===== config.mk =====
export PLATFORM = sky130hd
export DESIGN_NAME = lif_neuron_rk4_spiker
export DESIGN_NICKNAME = d
export VERILOG_FILES = /design/src/hw/rtl/lifrk_pkg.sv /design/src/hw/rtl/lifrk_mul.sv /design/src/hw/rtl/lif_neuron_rk4_spiker.sv
export SDC_FILE = /design/constraint.sdc
export NUM_CORES = 2
export LEC_CHECK = 0
export ABC_AREA = 1
export BUFFER_PORTS_ARGS = -buffer_cell sky130_fd_sc_hd__buf_2
export CORE_MARGIN = 5
export CORE_UTILIZATION = 55
export CTS_CLUSTER_SIZE = 40
export DETAILED_ROUTE_END_ITERATION = 10
export PLACE_DENSITY = 0.71
export SETUP_SLACK_MARGIN = 0.1
export SLEW_MARGIN = 20
export SYNTH_ARGS = -nofsm -noshare
export SYNTH_HDL_FRONTEND = slang
export SYNTH_HIERARCHICAL = 1
export SYNTH_SLANG_ARGS = --single-unit

===== constraint.sdc =====
create_clock -name clk -period 24.8 [get_ports clk]
set_input_delay 1.24 -clock clk [delete_from_list [all_inputs] [get_ports clk]]
set_output_delay 1.24 -clock clk [all_outputs]
set_load 0.02 [all_outputs]

===== src/hw/rtl/lifrk_pkg.sv =====
package lifrk_pkg;

  localparam int VOLT_WIDTH_DEF   = 32;
  localparam int SAMPLE_WIDTH_DEF = 16;

  // working width of the signed datapath
  localparam int WORK_W = 64;
  // fraction bits of voltage and coefficients, and the shift that widens a Q8.8 sample
  localparam int FRAC_W = 16;
  localparam int CUR_SH = 8;
  // step_dt is a Q0.32 fraction
  localparam int DT_W   = 32;

  // shared multiplier: one 32x32 chunk per cycle into a 96-bit accumulator
  localparam int MUL_W  = 32;
  localparam int ACC_W  = 3 * MUL_W;
  localparam int PMAG_W = WORK_W - 1;

  // divide by three, one byte per cycle: q = (x * RECIP3) >> RECIP3_SH
  localparam int DIGIT_W   = 8;
  localparam int RECIP3    = 683;
  localparam int RECIP3_SH = 11;
  localparam int DIV3      = 3;

  // APB register map
  localparam int CFG_W  = 32;
  localparam int APB_AW = 4;
  localparam logic [APB_AW-3:0] REG_LEAK = 2'd0;
  localparam logic [APB_AW-3:0] REG_GAIN = 2'd1;
  localparam logic [APB_AW-3:0] REG_DT   = 2'd2;
  localparam logic [APB_AW-3:0] REG_THR  = 2'd3;

  localparam logic [CFG_W-1:0]        LEAK_RST = 32'd65536;
  localparam logic [CFG_W-1:0]        GAIN_RST = 32'd65536;
  localparam logic [CFG_W-1:0]        DT_RST   = 32'd42949673;
  localparam logic signed [CFG_W-1:0] THR_RST  = 32'sd65536;

  typedef enum logic [1:0] {
    SH_FRAC,
    SH_DT,
    SH_HALF_DT
  } shift_t;

  typedef struct packed {
    logic   first;
    logic   second;
    shift_t sh;
  } mul_ctl_t;

endpackage


===== src/hw/rtl/lifrk_mul.sv =====
module lifrk_mul (
  input  logic                          clk,
  input  lifrk_pkg::mul_ctl_t           ctl,
  input  logic [lifrk_pkg::MUL_W-1:0]   a,
  input  logic [lifrk_pkg::MUL_W-1:0]   b,
  output logic [lifrk_pkg::PMAG_W-1:0]  pmag
);
  import lifrk_pkg::*;

  logic [ACC_W-1:0]   acc_r;
  logic [ACC_W-1:0]   acc_nxt;
  logic [ACC_W-1:0]   shifted;
  logic [2*MUL_W-1:0] prod;

  always_comb begin
    prod    = (2*MUL_W)'(a) * (2*MUL_W)'(b);
    acc_nxt = acc_r;
    if (ctl.first) begin
      acc_nxt = ACC_W'(prod);
    end else if (ctl.second) begin
      // upper chunk of the operand lands one chunk higher
      acc_nxt = acc_r + {prod, MUL_W'(0)};
    end
    case (ctl.sh)
      SH_FRAC:    shifted = acc_r >> FRAC_W;
      SH_DT:      shifted = acc_r >> DT_W;
      SH_HALF_DT: shifted = acc_r >> (DT_W + 1);
      default:    shifted = acc_r >> FRAC_W;
    endcase
    pmag = shifted[PMAG_W-1:0];
  end

  always_ff @(posedge clk) begin
    acc_r <= acc_nxt;
  end

endmodule


===== src/hw/rtl/lif_neuron_rk4_spiker.sv =====
// Leaky integrate-and-fire neuron, one RK4 step per consecutive sample pair.
// Input channel: in_valid/in_ready with in_current_sample (signed Q8.8) and
// in_trace_start. Result channel: out_valid/out_ready with out_spike, one word
// per sample from the third sample of a trace on.
// APB port: leak_rate, input_gain, step_dt, spike_threshold at 0x0..0xC;
// write only while the block is idle.
// A priming sample is taken while idle and in_ready stays high. Any later
// sample runs a full step before out_valid; the block is ready for the next
// word as soon as the result is registered. The step is set by the single
// 32x32 multiplier: twelve products in two chunks each, with a sequencer
// step after each, two operand loads per slope, then a byte-serial divide by
// six over ceil((VOLT_WIDTH+13)/8) bytes and the final step.
// Reset clears voltage, stored sample, trace progress and the output register,
// and loads the register defaults. If the receiver stalls, the finished word
// waits in the output register; the block may accept the next sample, but a
// new result holds in the final step until the register frees.
module lif_neuron_rk4_spiker #(
  parameter int VOLT_WIDTH   = lifrk_pkg::VOLT_WIDTH_DEF,
  parameter int SAMPLE_WIDTH = lifrk_pkg::SAMPLE_WIDTH_DEF
) (
  input  logic                                clk,
  input  logic                                rst_n,
  input  logic                                in_valid,
  output logic                                in_ready,
  input  logic signed [SAMPLE_WIDTH-1:0]      in_current_sample,
  input  logic                                in_trace_start,
  output logic                                out_valid,
  input  logic                                out_ready,
  output logic                                out_spike,
  input  logic                                psel,
  input  logic                                penable,
  input  logic                                pwrite,
  input  logic [lifrk_pkg::APB_AW-1:0]        paddr,
  input  logic [lifrk_pkg::CFG_W-1:0]         pwdata,
  output logic [lifrk_pkg::CFG_W-1:0]         prdata,
  output logic                                pready
);
  import lifrk_pkg::*;

  localparam int DW   = VOLT_WIDTH + 12;
  localparam int SUMW = DW + 3;
  localparam int CW   = SAMPLE_WIDTH + CUR_SH;
  localparam int OPW  = (CW > SUMW) ? CW : SUMW;
  localparam int QW   = SUMW - 2;
  localparam int NDIG = (QW + DIGIT_W - 1) / DIGIT_W;
  localparam int DVW  = NDIG * DIGIT_W;
  localparam int DCW  = (NDIG > 1) ? $clog2(NDIG) : 1;

  localparam logic signed [WORK_W-1:0] VMAX = (64'sd1 <<< (VOLT_WIDTH - 1)) - 64'sd1;
  localparam logic signed [WORK_W-1:0] DMAX = (64'sd1 <<< (DW - 1)) - 64'sd1;

  typedef enum logic [4:0] {
    ST_IDLE,
    ST_ULD,
    ST_LEAK_LO,
    ST_LEAK_HI,
    ST_LEAK_FIN,
    ST_DRV_LO,
    ST_DRV_HI,
    ST_DRV_FIN,
    ST_KLD,
    ST_STG_LO,
    ST_STG_HI,
    ST_STG_FIN,
    ST_SUM_LO,
    ST_SUM_HI,
    ST_SUM_FIN,
    ST_DIV,
    ST_DONE
  } state_t;

  state_t state_r, state_nxt;
  logic [1:0] kidx_r, kidx_nxt;
  logic [1:0] prime_r, prime_nxt;
  logic out_valid_r, out_valid_nxt;
  logic out_spike_r, out_spike_nxt;

  logic signed [VOLT_WIDTH-1:0]   v_r, v_nxt;
  logic signed [VOLT_WIDTH-1:0]   u_r, u_nxt;
  logic signed [SAMPLE_WIDTH-1:0] prev_r, prev_nxt;
  logic signed [SAMPLE_WIDTH-1:0] samp_r, samp_nxt;
  logic signed [DW-1:0]           leak_r, leak_nxt;
  logic signed [DW-1:0]           k_r, k_nxt;
  logic signed [SUMW-1:0]         sum_r, sum_nxt;
  logic [OPW-1:0]                 opm_r, opm_nxt;
  logic                           neg_r, neg_nxt;
  logic [DVW-1:0]                 dv_r, dv_nxt;
  logic [1:0]                     rem_r, rem_nxt;
  logic [DCW-1:0]                 dig_r, dig_nxt;

  logic [CFG_W-1:0]        leak_rate_r, input_gain_r, step_dt_r;
  logic signed [CFG_W-1:0] spike_thr_r;
  logic                    cfg_wr;

  mul_ctl_t            mul_ctl;
  logic [MUL_W-1:0]    mul_a, mul_b;
  logic [PMAG_W-1:0]   pmag;
  logic [WORK_W-1:0]   op64;

  logic signed [WORK_W-1:0] p64, v64, u64, k64, sum64, leak64;
  logic signed [WORK_W-1:0] c0, c1, cm, cur64;
  logic signed [WORK_W-1:0] drive64, kk, kadd, q64, inc64, vnew64, thr64;
  logic                     fire;

  logic [DIGIT_W+1:0]   dx;
  logic [2*DIGIT_W+3:0] dxm;
  logic [DIGIT_W-1:0]   dq;
  logic [DIGIT_W+1:0]   drem;

  function automatic logic signed [WORK_W-1:0] clamp_to(
    input logic signed [WORK_W-1:0] x,
    input logic signed [WORK_W-1:0] hi
  );
    logic signed [WORK_W-1:0] lo;
    logic signed [WORK_W-1:0] res;
    lo  = ~hi;
    res = x;
    if (x > hi) begin
      res = hi;
    end else if (x < lo) begin
      res = lo;
    end
    return res;
  endfunction

  function automatic logic [OPW-1:0] mag_of(input logic signed [WORK_W-1:0] x);
    logic signed [WORK_W-1:0] m;
    m = (x < 0) ? -x : x;
    return OPW'(m);
  endfunction

  lifrk_mul u_mul (
    .clk  (clk),
    .ctl  (mul_ctl),
    .a    (mul_a),
    .b    (mul_b),
    .pmag (pmag)
  );

  assign in_ready  = (state_r == ST_IDLE);
  assign out_valid = out_valid_r;
  assign out_spike = out_spike_r;
  assign pready    = 1'b1;
  assign cfg_wr    = psel & penable & pwrite & pready;

  always_comb begin
    case (paddr[APB_AW-1:2])
      REG_LEAK: prdata = leak_rate_r;
      REG_GAIN: prdata = input_gain_r;
      REG_DT:   prdata = step_dt_r;
      REG_THR:  prdata = spike_thr_r;
      default:  prdata = '0;
    endcase
  end

  // signed views of the stored values
  always_comb begin
    op64   = WORK_W'(opm_r);
    p64    = neg_r ? -$signed(WORK_W'(pmag)) : $signed(WORK_W'(pmag));
    v64    = WORK_W'(v_r);
    u64    = WORK_W'(u_r);
    k64    = WORK_W'(k_r);
    sum64  = WORK_W'(sum_r);
    leak64 = WORK_W'(leak_r);
    thr64  = WORK_W'(spike_thr_r);
    c0     = WORK_W'(prev_r) <<< CUR_SH;
    c1     = WORK_W'(samp_r) <<< CUR_SH;
    // half-step current is the exact mean of the two samples
    cm     = (WORK_W'(prev_r) + WORK_W'(samp_r)) <<< (CUR_SH - 1);
    case (kidx_r)
      2'd0:    cur64 = c0;
      2'd3:    cur64 = c1;
      default: cur64 = cm;
    endcase
    drive64 = clamp_to(p64, DMAX);
    kk      = clamp_to(drive64 - leak64, DMAX);
    kadd    = (kidx_r == 2'd1 || kidx_r == 2'd2) ? (kk <<< 1) : kk;
    q64     = WORK_W'(dv_r);
    inc64   = neg_r ? -$signed(q64) : $signed(q64);
    vnew64  = clamp_to(v64 + inc64, VMAX);
    fire    = (vnew64 > thr64);
    dx      = {rem_r, dv_r[DVW-1 -: DIGIT_W]};
    dxm     = (2*DIGIT_W+4)'(dx) * (2*DIGIT_W+4)'(RECIP3);
    dq      = dxm[RECIP3_SH +: DIGIT_W];
    drem    = dx - (DIGIT_W+2)'(dq) * (DIGIT_W+2)'(DIV3);
  end

  always_comb begin
    state_nxt     = state_r;
    kidx_nxt      = kidx_r;
    prime_nxt     = prime_r;
    out_valid_nxt = out_valid_r;
    out_spike_nxt = out_spike_r;
    v_nxt         = v_r;
    u_nxt         = u_r;
    prev_nxt      = prev_r;
    samp_nxt      = samp_r;
    leak_nxt      = leak_r;
    k_nxt         = k_r;
    sum_nxt       = sum_r;
    opm_nxt       = opm_r;
    neg_nxt       = neg_r;
    dv_nxt        = dv_r;
    rem_nxt       = rem_r;
    dig_nxt       = dig_r;
    mul_ctl       = '{first: 1'b0, second: 1'b0, sh: SH_FRAC};
    mul_a         = op64[MUL_W-1:0];
    mul_b         = leak_rate_r;

    if (out_valid_r && out_ready) begin
      out_valid_nxt = 1'b0;
    end

    case (state_r)
      ST_IDLE: begin
        if (in_valid) begin
          if (in_trace_start || prime_r == 2'd0) begin
            v_nxt     = '0;
            prev_nxt  = in_current_sample;
            prime_nxt = 2'd1;
          end else if (prime_r == 2'd1) begin
            prev_nxt  = in_current_sample;
            prime_nxt = 2'd2;
          end else begin
            samp_nxt  = in_current_sample;
            u_nxt     = v_r;
            kidx_nxt  = 2'd0;
            sum_nxt   = '0;
            state_nxt = ST_ULD;
          end
        end
      end
      ST_ULD: begin
        opm_nxt   = mag_of(u64);
        neg_nxt   = u_r[VOLT_WIDTH-1];
        state_nxt = ST_LEAK_LO;
      end
      ST_LEAK_LO: begin
        mul_ctl.first = 1'b1;
        state_nxt     = ST_LEAK_HI;
      end
      ST_LEAK_HI: begin
        mul_ctl.second = 1'b1;
        mul_a          = op64[2*MUL_W-1:MUL_W];
        state_nxt      = ST_LEAK_FIN;
      end
      ST_LEAK_FIN: begin
        leak_nxt  = DW'(clamp_to(p64, DMAX));
        opm_nxt   = mag_of(cur64);
        neg_nxt   = (cur64 < 0);
        state_nxt = ST_DRV_LO;
      end
      ST_DRV_LO: begin
        mul_ctl.first = 1'b1;
        mul_b         = input_gain_r;
        state_nxt     = ST_DRV_HI;
      end
      ST_DRV_HI: begin
        mul_ctl.second = 1'b1;
        mul_a          = op64[2*MUL_W-1:MUL_W];
        mul_b          = input_gain_r;
        state_nxt      = ST_DRV_FIN;
      end
      ST_DRV_FIN: begin
        k_nxt     = DW'(kk);
        sum_nxt   = SUMW'(sum64 + kadd);
        state_nxt = ST_KLD;
      end
      ST_KLD: begin
        if (kidx_r == 2'd3) begin
          opm_nxt   = mag_of(sum64);
          neg_nxt   = sum_r[SUMW-1];
          state_nxt = ST_SUM_LO;
        end else begin
          opm_nxt   = mag_of(k64);
          neg_nxt   = k_r[DW-1];
          state_nxt = ST_STG_LO;
        end
      end
      ST_STG_LO: begin
        mul_ctl.first = 1'b1;
        mul_b         = step_dt_r;
        state_nxt     = ST_STG_HI;
      end
      ST_STG_HI: begin
        mul_ctl.second = 1'b1;
        mul_a          = op64[2*MUL_W-1:MUL_W];
        mul_b          = step_dt_r;
        state_nxt      = ST_STG_FIN;
      end
      ST_STG_FIN: begin
        // half steps for k2 and k3, full step for k4
        mul_ctl.sh = (kidx_r == 2'd2) ? SH_DT : SH_HALF_DT;
        u_nxt      = VOLT_WIDTH'(clamp_to(v64 + p64, VMAX));
        kidx_nxt   = kidx_r + 2'd1;
        state_nxt  = ST_ULD;
      end
      ST_SUM_LO: begin
        mul_ctl.first = 1'b1;
        mul_b         = step_dt_r;
        state_nxt     = ST_SUM_HI;
      end
      ST_SUM_HI: begin
        mul_ctl.second = 1'b1;
        mul_a          = op64[2*MUL_W-1:MUL_W];
        mul_b          = step_dt_r;
        state_nxt      = ST_SUM_FIN;
      end
      ST_SUM_FIN: begin
        // halve the magnitude here; the divide loop then works by three
        mul_ctl.sh = SH_DT;
        dv_nxt     = DVW'(pmag[QW:1]);
        rem_nxt    = '0;
        dig_nxt    = '0;
        state_nxt  = ST_DIV;
      end
      ST_DIV: begin
        dv_nxt  = {dv_r[DVW-DIGIT_W-1:0], dq};
        rem_nxt = drem[1:0];
        dig_nxt = dig_r + DCW'(1);
        if (dig_r == DCW'(NDIG - 1)) begin
          state_nxt = ST_DONE;
        end
      end
      ST_DONE: begin
        if (!out_valid_r || out_ready) begin
          out_valid_nxt = 1'b1;
          out_spike_nxt = fire;
          v_nxt         = fire ? '0 : VOLT_WIDTH'(vnew64);
          prev_nxt      = samp_r;
          state_nxt     = ST_IDLE;
        end
      end
      default: begin
        state_nxt = ST_IDLE;
      end
    endcase
  end

  always_ff @(posedge clk) begin
    u_r    <= u_nxt;
    samp_r <= samp_nxt;
    leak_r <= leak_nxt;
    k_r    <= k_nxt;
    sum_r  <= sum_nxt;
    opm_r  <= opm_nxt;
    neg_r  <= neg_nxt;
    dv_r   <= dv_nxt;
    rem_r  <= rem_nxt;
    if (!rst_n) begin
      state_r      <= ST_IDLE;
      kidx_r       <= '0;
      prime_r      <= '0;
      dig_r        <= '0;
      out_valid_r  <= 1'b0;
      out_spike_r  <= 1'b0;
      v_r          <= '0;
      prev_r       <= '0;
      leak_rate_r  <= LEAK_RST;
      input_gain_r <= GAIN_RST;
      step_dt_r    <= DT_RST;
      spike_thr_r  <= THR_RST;
    end else begin
      state_r     <= state_nxt;
      kidx_r      <= kidx_nxt;
      prime_r     <= prime_nxt;
      dig_r       <= dig_nxt;
      out_valid_r <= out_valid_nxt;
      out_spike_r <= out_spike_nxt;
      v_r         <= v_nxt;
      prev_r      <= prev_nxt;
      if (cfg_wr) begin
        case (paddr[APB_AW-1:2])
          REG_LEAK: leak_rate_r  <= pwdata;
          REG_GAIN: input_gain_r <= pwdata;
          REG_DT:   step_dt_r    <= pwdata;
          REG_THR:  spike_thr_r  <= pwdata;
          default:  leak_rate_r  <= leak_rate_r;
        endcase
      end
    end
  end

endmodule


---- Word level (Yosys, flattened, before mapping) ----
Cells that the tools add are included.
word-level totals
  flip-flop bits (word level) ............. 567
  output and inout port bits .............. 36
  input port bits ......................... 60
cells by class
  $add $sub $neg .......................... 15
  reductions and logical operators ........ 32
  multipliers ............................. 3
  eq/ne operators ......................... 33
  multiplexer cells ....................... 67
  bitwise gates (word level) .............. 4
  magnitude comparators ................... 13
operators by type and width
  cell                  count
  $mux 47               11
  $mux 64               8
  $mux 32               10
  $pmux 32 s2           3
  $pmux 47 s3           1
  $add 32x64->64        2
  $gt 64x32->1 const B  2
  $gt 64x44->1 const B  2
  $lt 64x32->1 const B  2
  $lt 64x44->1 const B  2
  $pmux 32 s4           1
  $pmux 64 s2           1
  $pmux 63 s2           1
  $add 96x96->96        1
  $pmux 48 s2           1
  $neg 47->47           2
  $pmux 47 s2           1
  $pmux 5 s17           1
  $gt 64x32->1          1
  $lt 64x1->1 const B   1
  $mul 32x32->64        1
  $mux 16               4
  $neg 48->64           1
  $neg 63->64           1
  47 further kinds      106

---- Logic depth before layout (Yosys ltp) ----
  depth in word-level cells ............... 17
  mapped depth ............................ 76
  depth with buffers taken out ............ 72

---- Modules after synthesis ----
Netlist, hierarchy kept.
by module, submodules not included
  module                 area an instance (µm²)  times used  cells each  seq. area each (µm²)
  lif_neuron_rk4_spiker  52808.1                 1           8803        12241.7
  lifrk_mul              44259.9                 1           6144        2082.0

---- Worst setup path before layout ----
Ideal clock, no wire load.
  path kind ............................... reg2reg
  start ................................... register state_r[4]
  end ..................................... register sum_r[37] (data pin)
  cell stages (with the launch flop) ...... 69
  data required time ...................... 24.543 ns
  clock period less this slack ............ 9.460 ns
  data arrival time ....................... 9.203 ns
  buffers on the path ..................... 6
  slack ................................... 15.340 ns
  cell sequence ........................... dfxtp_1 -> inv_1 -> nand3_1 -> nor2_1 -> clkinv_1 -> clkbuf_1 -> nor2_1 -> ha_1 -> clkbuf_1 -> inv_1 -> clkbuf_1 -> clkbuf_1 -> nor2_1 -> a21oi_1 -> inv_1 -> ha_1 -> nand2_2 -> nor2_4 -> [33 not listed] -> nand2_1 -> nand2_1 -> ha_1 -> nand2_1 -> o21ai_0 -> a21oi_1 -> nand2_1 -> a21boi_0 -> o21ai_0 -> a21boi_0 -> o21ai_0 -> nand2_1 -> nand2_1 -> nand2_1 -> nand2_1 -> nand2_1 -> nand2_1 -> nor2_1
RTL lines
  what                    RTL line                      RTL
  from (decl)             lif_neuron_rk4_spiker.sv:72   state_t state_r, state_nxt;
  from (signal assigned)  lif_neuron_rk4_spiker.sv:364  state_r <= state_nxt;
  to (signal assigned)    lif_neuron_rk4_spiker.sv:345  sum_r <= sum_nxt;
  to (decl)               lif_neuron_rk4_spiker.sv:84   logic signed [SUMW-1:0] sum_r, sum_nxt;

==> flow_summary.yaml <==
run_status:
  outcome: "finished, violations left"
  violations: "capacitance limit, slew limit"
timing:
  hold_viol_final: 0
  slew_viol_final: 4
  tightest_slew_ps: 1660
  final.setup.tns_ps: 0
  rsz0062_at_grt: "false"
  post-route-min-period_ps: 13640
  finalClockSkew_ps: 49.3
  max_freq_mhz: 73.3
  slew_headroom_pct: -10.5
  min_period_over_period_pct: 55.0
  fin_hold_ws_ps: 479
  setup_viol_count_final: 0
setup_path:
  r2r_end: "sum_r[40]"
  startpoint_type: "flop"
  crit_slowest_cell: "a21oi_1"
  crit_type: "reg -> reg"
  critPathArrivalTime_ps: 14070
  cpPeakStageDelay_ps: 700
  reg2regPathDepth: 64
  cp_data_required_time_ps: 25230
  r2r_slack_ps: 11160
  cp_max_fo: 75
  worstReg2RegStart: "state_r[4]"
  worst_path_most_repeated_cell: "nand2_1"
  crit_path_end_kind: "flop"
routing:
  vias: 96000
  wl_met3_um: 33800
  ant_nets: 0
  routed_wirelength_um: 363000
  drt-pass1-iter-count: 9
  detail_route.wl_per_cell_um: 21.0
  drc_errors: 0
  viasPerCell: 5.56
  wl_met1_um: 144000
  wl_met2_um: 161000
  highest_layer: "met5"
  drtIter0Drc: 9906
floorplan:
  dieArea_um2: 185000
  start_util_pct: 55.2
  die_y_um: 430
  die_x_um: 430
  fp-row-count: 154
  core-area_um2: 176000
  ioPinCount: 96
logic_synthesis:
  synth_warnings: 6
  ys_types: 75
  synth_area_per_cell_um2: 6.49
  ys_seq_area_share_pct: 14.8
  synth_async_sr_flop_share_pct: 0
  synth_nets: 16700
  synthCells: 14900
  synth_ff_type: "edfxtp_1"
  syn-cell-area_um2: 97100
  ys_seq_elements: 551
  synth-edff-count: 329
final_layout:
  multi_input_area_um2: 69600
  final_util_pct: 58.2
  area_growth_pct: 5.39
  mostFrequentLayoutCells: "nand2_1, inv_1, nor2_1"
  layout_commonest_cell: "nand2_1"
  final-seq-area_um2: 14300
  fill_cells: 17700
  drive_gt1_share_pct: 4.04
  num-nets-final: 16500
clock_network:
  cts_made_buffers: 66
  cts_setup_buffers: 0
  hold_buffers: 0
  root_buffer: "clkbuf_16"
  cts_resized: 0
  clock_sinks: 551
  clock_latency_ps: 700
  path_clk_slew_ps: 60
  cts_max_path_buffers: 3
  tritoncts: "done"
  h-tree-depth: 3
pwr:
  irDropWorstVdd_mv: 0.103
  leakage_nw: 55.6
  share_comb_of_total_power_pct: 74.1
  clkPwrFrac_pct: 10.9
  p_per_area_nw_per_um2: 93.2
  swShare_pct: 59.5
  p_seq_share_pct: 15.0
  switchingPower_mw: 5.68
  p_int_mw: 3.86
hold_path:
  min-delay-start: "prime_r[1]"
  hp-class: "reg -> reg"
  hold_path_depth: 2
  whs_endpoint: "prime_r[1]"
global_routing:
  antenna_found_initial: 35
  grt.overflow.total: 0
  grt_pass1_wl_um: 546000
  grt_max_degree: 110
  grt_pass1_vias: 91400
  grtUsageTotal_pct: 38.4
placement:
  hpwl_um: 298000
  gp_congestion: 1.08
  io_buffers: 92
run:
  max-cap-violations: 2
[power by group through the flow]
stage	Sequential, mW	Combinational (mW)	Clock, mW
floorplan	1.35	4.57	0
CTS	1.42	6.87	1.05
global placement	1.44	6.82	0
detailed placement	1.44	6.83	0
finish	1.43	7.07	1.04
global route	1.44	7.68	1.09
[layer usage]
layer	up-vias	track usage, %
met4	4	22.7
met3	880	6.33
li1	45800	-
met1	44900	49.7
met2	4410	60.6
met5	-	0
[synth_stat cells, drive strengths merged, types with 36 or more instances]
cell | instances | area [um2]
nand4 | 95 | 594
o21ai | 660 | 3350
nand2 | 4636 | 17800
dfxtp | 222 | 4440
a21oi | 914 | 4620
nand3b | 42 | 315
o21bai | 64 | 488
nor2 | 1379 | 5300
o211ai | 36 | 270
buf | 50 | 299
nand3 | 580 | 2970
nor4 | 48 | 319
a31oi | 59 | 369
xnor2 | 53 | 464
edfxtp | 329 | 9880
clkbuf | 397 | 1490
ha | 729 | 9120
fa | 923 | 18500
nor3 | 142 | 756
inv | 3074 | 11500
xor2 | 223 | 2000
[worst max-delay path by stage]
stage | from | end | slack, ps
global route | state_r[4] | sum_r[45] | 10220
global placement | state_r[4] | sum_r[45] | 11750
detailed placement | state_r[4] | sum_r[45] | 11660
finish | state_r[4] | sum_r[40] | 11160
CTS | state_r[4] | sum_r[45] | 11620
floorplan | state_r[4] | sum_r[37] | 15340
[stage by stage]
step / instances / instance area (um2) / setup WS, ps / power [mW]
after floorplan: 14900 / 97100 / 15340 / 5.92
after global placement: 17100 / 99900 / 11750 / 8.26
after detailed placement: 17100 / 99900 / 11660 / 8.27
after CTS: 17200 / 102000 / 11620 / 9.34
after global routing: 17300 / 102000 / 10220 / 10.2
final: 17300 / 102000 / 11160 / 9.54
[worst max-delay path, delay by kind of cell, from the launching register on]
kind | cells | cell delay (ps)
and+or+nand+nor | 37 | 5080
AOI/OAI and AO/OA | 9 | 3020
buffers and inverters | 12 | 2720
adders and majority gates | 6 | 1980
DFF | 1 | 410
[registers in the layout, summed over array words and instances (netlist names), 2 cells and up]
register	flops
step_dt_r	32
v_r	32
leak_rate_r	32
opm_r	47
input_gain_r	32
kidx_r	2
samp_r	16
dv_r	48
state_r	5
k_r	44
rem_r	2
sum_r	47
u_mul/acc_r	80
dig_r	3
prime_r	2
u_r	32
leak_r	44
prev_r	16
spike_thr_r	32
[final cells by class]
cell class	instances	area share [%]
multi-input cells	10900	68.0
flip-flops and latches	551	14.0
inverters	3085	11.3
well taps	2340	2.86
clock buffers	86	1.85
repair buffers	223	1.41
clock inverters	34	0.344
diodes	79	0.193
[cell families after synthesis]
| group | synth area share (%) |
|---|---|
| compound gates | 10.9 |
| xor+xnor | 2.54 |
| simple gates | 29.4 |
| mux | 0.174 |
| fa+ha+maj | 28.4 |
| buf+inv | 13.8 |
| flops | 14.8 |
| other cells | 0.00386 |
Power figures use the tool's default switching activity.
